==> src/hw/rtl/lc2u_pkg.sv <==
// Shared types, control codes and glyph lookup functions for the text-to-UTF-8 converter.
package lc2u_pkg;

  localparam int unsigned RunMax = 6;

  // One decoded run: up to six UTF-8 bytes, first byte in b[0].
  typedef struct packed {
    logic [RunMax-1:0][7:0] b;
    logic [2:0]             cnt;
  } run_t;

  localparam logic [7:0] CH_NUL    = 8'h00;
  localparam logic [7:0] CH_ACCENT = 8'h16;
  localparam logic [7:0] CH_ESC    = 8'h1b;
  localparam logic [7:0] CH_CURSOR = 8'h1f;
  localparam logic [7:0] CH_SPACE  = 8'h20;
  localparam logic [7:0] CH_HASH   = 8'h23;
  localparam logic [7:0] CH_GRAVE  = 8'h60;
  localparam logic [7:0] CH_TILDE  = 8'h7e;
  localparam logic [7:0] CH_DEL    = 8'h7f;
  localparam logic [7:0] CH_QMARK  = 8'h3f;
  localparam logic [7:0] UTF_C3    = 8'hc3;

  localparam run_t RUN_NONE = '{b: '0, cnt: 3'd0};

  function automatic run_t run1(input logic [7:0] a);
    run_t r;
    r     = RUN_NONE;
    r.b[0] = a;
    r.cnt = 3'd1;
    return r;
  endfunction

  function automatic run_t run2(input logic [7:0] a, input logic [7:0] z);
    run_t r;
    r      = RUN_NONE;
    r.b[0] = a;
    r.b[1] = z;
    r.cnt  = 3'd2;
    return r;
  endfunction

  function automatic run_t run3(input logic [7:0] a, input logic [7:0] m,
                                input logic [7:0] z);
    run_t r;
    r      = RUN_NONE;
    r.b[0] = a;
    r.b[1] = m;
    r.b[2] = z;
    r.cnt  = 3'd3;
    return r;
  endfunction

  // Byte-order mark followed by a three-byte glyph.
  function automatic run_t run_glyph(input logic [7:0] t1, input logic [7:0] t2);
    run_t r;
    r      = RUN_NONE;
    r.b[0] = 8'hef;
    r.b[1] = 8'hbb;
    r.b[2] = 8'hbf;
    r.b[3] = 8'he2;
    r.b[4] = t1;
    r.b[5] = t2;
    r.cnt  = 3'd6;
    return r;
  endfunction

  function automatic run_t plain_rule(input logic [7:0] c);
    run_t r;
    case (c)
      CH_GRAVE: r = run_glyph(8'h80, 8'h92);
      CH_TILDE: r = run_glyph(8'h80, 8'hbe);
      CH_DEL:   r = run_glyph(8'h96, 8'h88);
      default:  r = (c >= CH_SPACE && c < 8'h80) ? run1(c) : run1(CH_QMARK);
    endcase
    return r;
  endfunction

  // Symbols after the accent prefix; unlisted bytes give an empty run.
  function automatic run_t sym_lookup(input logic [7:0] c);
    run_t r;
    case (c)
      8'h23:   r = run2(8'hc2, 8'ha3);
      8'h24:   r = run1(8'h24);
      8'h26:   r = run1(8'h23);
      8'h27:   r = run2(8'hc2, 8'ha7);
      8'h2c:   r = run3(8'he2, 8'h86, 8'h90);
      8'h2d:   r = run3(8'he2, 8'h86, 8'h91);
      8'h2e:   r = run3(8'he2, 8'h86, 8'h92);
      8'h2f:   r = run3(8'he2, 8'h86, 8'h93);
      8'h30:   r = run2(8'hc2, 8'hb0);
      8'h31:   r = run2(8'hc2, 8'hb1);
      8'h38:   r = run2(8'hc3, 8'hb7);
      8'h3c:   r = run2(8'hc2, 8'hbc);
      8'h3d:   r = run2(8'hc2, 8'hbd);
      8'h3e:   r = run2(8'hc2, 8'hbe);
      8'h6a:   r = run2(8'hc5, 8'h92);
      8'h7a:   r = run2(8'hc5, 8'h93);
      8'h7b:   r = run2(8'hc3, 8'h9f);
      default: r = RUN_NONE;
    endcase
    return r;
  endfunction

  // Second byte of an accented vowel; sel 0 grave, 1 acute, 2 circumflex, 3 diaeresis.
  // Returns 0 when c is not a vowel.
  function automatic logic [7:0] vowel_code(input logic [1:0] sel, input logic [7:0] c);
    logic [7:0] base;
    logic [7:0] off;
    case (c)
      "a":     base = 8'ha0;
      "e":     base = 8'ha8;
      "i":     base = 8'hac;
      "o":     base = 8'hb2;
      "u":     base = 8'hb9;
      "A":     base = 8'h80;
      "E":     base = 8'h88;
      "I":     base = 8'h8c;
      "O":     base = 8'h92;
      "U":     base = 8'h99;
      default: base = 8'h00;
    endcase
    case (sel)
      2'd0:    off = 8'd0;
      2'd1:    off = 8'd1;
      2'd2:    off = 8'd2;
      default: off = (c == "o" || c == "O") ? 8'd4 : 8'd3;
    endcase
    // The diaeresis on a, like on o, skips the tilde code point.
    if (sel == 2'd3 && (c == "a" || c == "A")) off = 8'd4;
    return (base == 8'h00) ? 8'h00 : base + off;
  endfunction

endpackage

==> src/hw/rtl/legacy_charset_to_utf8_stream_unit.sv <==
// Top level: legacy 8-bit text to UTF-8 byte stream converter.
//
//  channel | direction | payload                    | handshake
//  in_     | input     | in_byte[7:0]               | in_valid / in_stall
//  out_    | output    | out_byte[7:0], last_of_run | out_valid / out_stall
//
// Each input byte is decoded in the cycle it is accepted and its run of
// zero to six UTF-8 bytes is loaded into a run register, then sent one byte
// a cycle while out_stall is low. While a run is being sent, input is stalled; the
// next transaction is taken in the cycle the last byte of the current run leaves.
// Bytes with no output (prefixes, skipped bytes, zero) load no run.
// Synchronous active-low reset returns the decode mode to normal and empties the run.
module legacy_charset_to_utf8_stream_unit (
  input  logic       clk,
  input  logic       rst_n,
  input  logic       in_valid,
  output logic       in_stall,
  input  logic [7:0] in_byte,
  output logic       out_valid,
  input  logic       out_stall,
  output logic [7:0] out_byte,
  output logic       out_last_of_run
);
  import lc2u_pkg::*;

  typedef enum logic [3:0] {
    MODE_NORMAL = 4'd0,
    MODE_ACCENT = 4'd1,
    MODE_GRAVE  = 4'd2,
    MODE_ACUTE  = 4'd3,
    MODE_CIRC   = 4'd4,
    MODE_DIAER  = 4'd5,
    MODE_CEDIL  = 4'd6,
    MODE_ESC    = 4'd7,
    MODE_CUR1   = 4'd8,
    MODE_CUR2   = 4'd9
  } mode_t;

  mode_t                  mode_r, mode_nxt;
  run_t                   dec;
  logic [RunMax-1:0][7:0] run_b_r;
  logic [2:0]             run_cnt_r;
  logic [2:0]             idx_r;
  logic                   run_vld_r;
  logic [3:0]             acc_diff;
  logic [7:0]             vcode;
  logic                   take, last, in_acc;

  assign acc_diff = 4'(mode_r) - 4'(MODE_GRAVE);
  assign vcode    = vowel_code(acc_diff[1:0], in_byte);

  always_comb begin
    dec      = RUN_NONE;
    mode_nxt = mode_r;
    if (in_byte == CH_NUL) begin
      mode_nxt = MODE_NORMAL;
    end else begin
      case (mode_r)
        MODE_ACCENT: begin
          case (in_byte)
            "A":     mode_nxt = MODE_GRAVE;
            "B":     mode_nxt = MODE_ACUTE;
            "C":     mode_nxt = MODE_CIRC;
            "H":     mode_nxt = MODE_DIAER;
            "K":     mode_nxt = MODE_CEDIL;
            default: begin
              mode_nxt = MODE_NORMAL;
              dec      = sym_lookup(in_byte);
            end
          endcase
        end
        MODE_GRAVE, MODE_ACUTE, MODE_CIRC, MODE_DIAER: begin
          mode_nxt = MODE_NORMAL;
          dec      = (vcode != 8'h00) ? run2(UTF_C3, vcode) : plain_rule(in_byte);
        end
        MODE_CEDIL: begin
          mode_nxt = MODE_NORMAL;
          if (in_byte == "c")      dec = run2(UTF_C3, 8'ha7);
          else if (in_byte == "C") dec = run2(UTF_C3, 8'h87);
          else                     dec = plain_rule(in_byte);
        end
        MODE_ESC: begin
          // Hold escape mode over space and hash, drop the next byte.
          if (in_byte != CH_SPACE && in_byte != CH_HASH) mode_nxt = MODE_NORMAL;
        end
        MODE_CUR1: mode_nxt = MODE_CUR2;
        MODE_CUR2: mode_nxt = MODE_NORMAL;
        default: begin
          mode_nxt = MODE_NORMAL;
          case (in_byte)
            CH_ACCENT: mode_nxt = MODE_ACCENT;
            CH_ESC:    mode_nxt = MODE_ESC;
            CH_CURSOR: mode_nxt = MODE_CUR1;
            default:   dec      = plain_rule(in_byte);
          endcase
        end
      endcase
    end
  end

  assign take     = run_vld_r && !out_stall;
  assign last     = (idx_r == run_cnt_r - 3'd1);
  assign in_stall = run_vld_r && !(take && last);
  assign in_acc   = in_valid && !in_stall;

  assign out_valid       = run_vld_r;
  assign out_byte        = run_b_r[idx_r];
  assign out_last_of_run = last;

  always_ff @(posedge clk) begin
    if (!rst_n) begin
      mode_r    <= MODE_NORMAL;
      run_vld_r <= 1'b0;
      idx_r     <= 3'd0;
    end else begin
      if (in_acc) mode_r <= mode_nxt;
      // Load a fresh run over the one whose last byte is leaving.
      if (in_acc && dec.cnt != 3'd0) begin
        run_b_r   <= dec.b;
        run_cnt_r <= dec.cnt;
        idx_r     <= 3'd0;
        run_vld_r <= 1'b1;
      end else if (take) begin
        if (last) run_vld_r <= 1'b0;
        else      idx_r     <= idx_r + 3'd1;
      end
    end
  end

endmodule
==> config.mk <==
export PLATFORM = sky130hd
export DESIGN_NAME = legacy_charset_to_utf8_stream_unit
export DESIGN_NICKNAME = d
export VERILOG_FILES = /design/src/hw/rtl/lc2u_pkg.sv /design/src/hw/rtl/legacy_charset_to_utf8_stream_unit.sv
export SDC_FILE = /design/constraint.sdc
export NUM_CORES = 1
export LEC_CHECK = 0
export ABC_AREA = 1
export BUFFER_PORTS_ARGS = -buffer_cell sky130_fd_sc_hd__buf_2
export CAP_MARGIN = 20
export CORE_MARGIN = 2
export CORE_UTILIZATION = 40
export CTS_CLUSTER_DIAMETER = 60
export DETAILED_ROUTE_END_ITERATION = 12
export SLEW_MARGIN = 20
export SYNTH_ARGS = -nofsm -noshare
export SYNTH_HDL_FRONTEND = slang
export SYNTH_SLANG_ARGS = --single-unit
==> constraint.sdc <==
create_clock -name clk -period 2.8 [get_ports clk]
set_input_delay 0.56 -clock clk [delete_from_list [all_inputs] [get_ports clk]]
set_output_delay 0.56 -clock clk [all_outputs]
set_load 0.02 [all_outputs]
==> results.toml <==
[synth]
synth-compound-area-share = 0.150
synth-simple-area-share = 0.378
synth_edf_count = 27
syn_area_um2 = 2920
synth_seq_cells = 35
synthFlopType = "edfxtp_1"
synth.area.mux_share = 0
synth_adder_area_share = 0.0283
syn_inst = 419
async_reset_ff_frac = 0
synth_top_family_by_area = "simple AND/OR/NAND/NOR gates"
avgSynthCellArea_um2 = 6.96
ys_types = 44
ys_warn_count = 0
synth_fp_nets = 437
seq_area_frac_synth = 0.333
synth_xor_area_frac = 0.0240

[sta]
setup_viol = 0
fin_ws_ns = 0.259
max_freq_mhz = 394
tightest_slew_ns = 0.562
fin_crit_ns = 2.54
hold_viol = 0
finalCritPeriodShare = 0.908
relSlewSlack = 0.623
fin_skew_ns = 0.00535
slew_viol_final = 0

[pwr]
p_leak_nw = 1.64
ir_drop_uv = 325
powerDensity_nw_per_um2 = 661

[layout]
final_common_cell = "nand2_1"
final_cell_area_um2 = 3410
area_growth_pct = 16.8
drive_above_1_share = 0.222
fillCellCount = 746
num-nets-final = 485
antenna_cells = 0
seq_area_um2 = 971
post-route-util = 0.477
multiInputGateArea_um2 = 1710
final_cell_mix = "101 x nand2_1, 51 x inv_1, 48 x nor2_1"

[global_routing]
track_usage = 0.216
grt_max_degree = 28
grt_pass1_vias = 2721
grt.overflow.total = 0
grt_pass1_wl_um = 13100
antenna_found_initial = 0

[placed_design]
port_buffers = 22
post-place-ws_ns = -0.0353
hpwl_um = 6690
place_congestion = 1.03
dpl_cell_area_um2 = 3310

[setup_path]
worstPathRequired_ns = 2.83
crit_arrival_ns = 2.57
path_max_fanout = 3
cp-start-kind = "primary input"
crit_path_end_kind = "flip-flop"
crit_type = "in2reg"

[run]
maxCapViolations = 0

[clocking]
cts_tree = "done"
path_clk_slew_ns = 0.07
cts.sinks = 35
clk_latency_ns = 0.28
cts_hold_buffers = 0
cts_buffers = 5
clockRootBuffer = "clkbuf_8"
h-tree-depth = 2
clk_path_buf_depth = 2

[route]
final_antenna_net_count = 0
wl_per_cell_um = 14.2
drt-initial-drc-count = 200
totalWireLength_um = 8080
drt_first_pass_iters = 5
remaining_drc_errors = 0
vias_per_cell = 5.07
vias = 2874

[run_status]
status = "finished, final reports clean"

[floorplan]
die_y_um = 89.4
rows = 31
core_um2 = 7140
io_pins = 23
start_util = 0.409
chipWidth_um = 89.4
dieArea_um2 = 7990

[min_path]
hold_path.class = "reg2reg"
==> worst paths after layout <==
path | start | end | slack, ns | depth (start not counted)
max | in_byte[0] | run_b_r[12] | 0.26 | 17
min | mode_r[2] | mode_r[2] | 0.53 | 2
max reg2reg | mode_r[1] | run_b_r[12] | 0.41 | 13
min reg2reg | mode_r[2] | mode_r[2] | 0.53 | 2
==> kinds of logic (layout without fill, tap and decap cells) <==
kind of cell	count (synthesis)	in the layout
AOI/OAI and AO/OA	73	73
adders and majority gates	6	6
DFF	35	35
buffers and inverters	66	115
xor gates and xnor gates	8	8
and+or+nand+nor	231	231
==> stage by stage <==
stage                     instances  setup TNS (ns)  total power, mW  hold slack (ns)
after floorplan                 419               0             1.55            0.480
after global placement          559               0             1.91            0.513
after detailed placement        559         -0.0353             1.91            0.516
after CTS                       567               0             2.26            0.527
after global routing            567         -0.0164             2.45            0.551
final                           567               0             2.25            0.528
==> power by group <==
| group | switching, mW | total [mW] | internal, mW |
|---|---|---|---|
| clock network | 0.175 | 0.346 | 0.171 |
| logic | 0.743 | 1.11 | 0.370 |
| registers | 0.0649 | 0.793 | 0.728 |
==> flip-flops by register name, summed over array words and instances (netlist names) <==
name / cells
out_valid: 1
idx_r: 3
mode_r: 4
run_b_r: 24
run_cnt_r: 3
==> synthesized netlist by cell type (2+ instances only) <==
master | count | area share
o211ai_1 | 4 | 0.010
edfxtp_1 | 27 | 0.28
a21oi_1 | 20 | 0.034
nand4_1 | 12 | 0.026
xor2_1 | 6 | 0.018
nand2_2 | 12 | 0.026
nor2_1 | 49 | 0.063
inv_1 | 51 | 0.066
inv_2 | 10 | 0.013
nor3_2 | 2 | 0.0069
o21ai_1 | 3 | 0.0051
nand3_2 | 3 | 0.010
ha_1 | 5 | 0.021
nand2_1 | 101 | 0.13
o2111ai_1 | 2 | 0.0060
nand3_1 | 23 | 0.039
xnor2_1 | 2 | 0.0060
clkinv_1 | 2 | 0.0026
nand2_4 | 3 | 0.012
nor2_4 | 2 | 0.0077
a22o_1 | 2 | 0.0060
dfxtp_1 | 8 | 0.055
nor2_2 | 11 | 0.024
o21ai_0 | 32 | 0.055
nor3_1 | 8 | 0.014
==> cell type report <==
| cell class | instances | area share |
|---|---|---|
| multi-input cells | 318 | 0.501 |
| flip-flops and latches | 35 | 0.285 |
| repair buffers | 43 | 0.0823 |
| inverters | 64 | 0.0713 |
| well taps | 99 | 0.0364 |
| clock buffers | 6 | 0.0213 |
| clock inverters | 2 | 0.00257 |
==> routing by layer <==
layer / vias up / global-route usage / routed length (um)
met5: - / 0 / 0
met2: 73 / 0.382 / 3950
met3: 10 / 0.0295 / 381
met1: 1302 / 0.275 / 3610
li1: 1489 / - / -
met4: 0 / 0.0611 / 136
==> worst max-delay path, stage by stage <==
cell      delay, ns
buf_2          0.12
inv_2          0.05
nor2_1         0.05
nand2_1        0.09
inv_1          0.06
o211ai_1       0.16
inv_1          0.11
nor2_2         0.10
ha_2           0.18
inv_1          0.05
fa_1           0.37
nor2_1         0.14
o21ai_2        0.08
xor2_1         0.15
nand2_1        0.08
a21oi_2        0.13
nand3_1        0.08
==> what timing repair did <==
item	4_1_cts	5_1_grt
gates resized for setup	0	5
setup endpoints to repair	0	1
setup buffers	0	0
No activity file was read; power rests on OpenSTA's default activity.
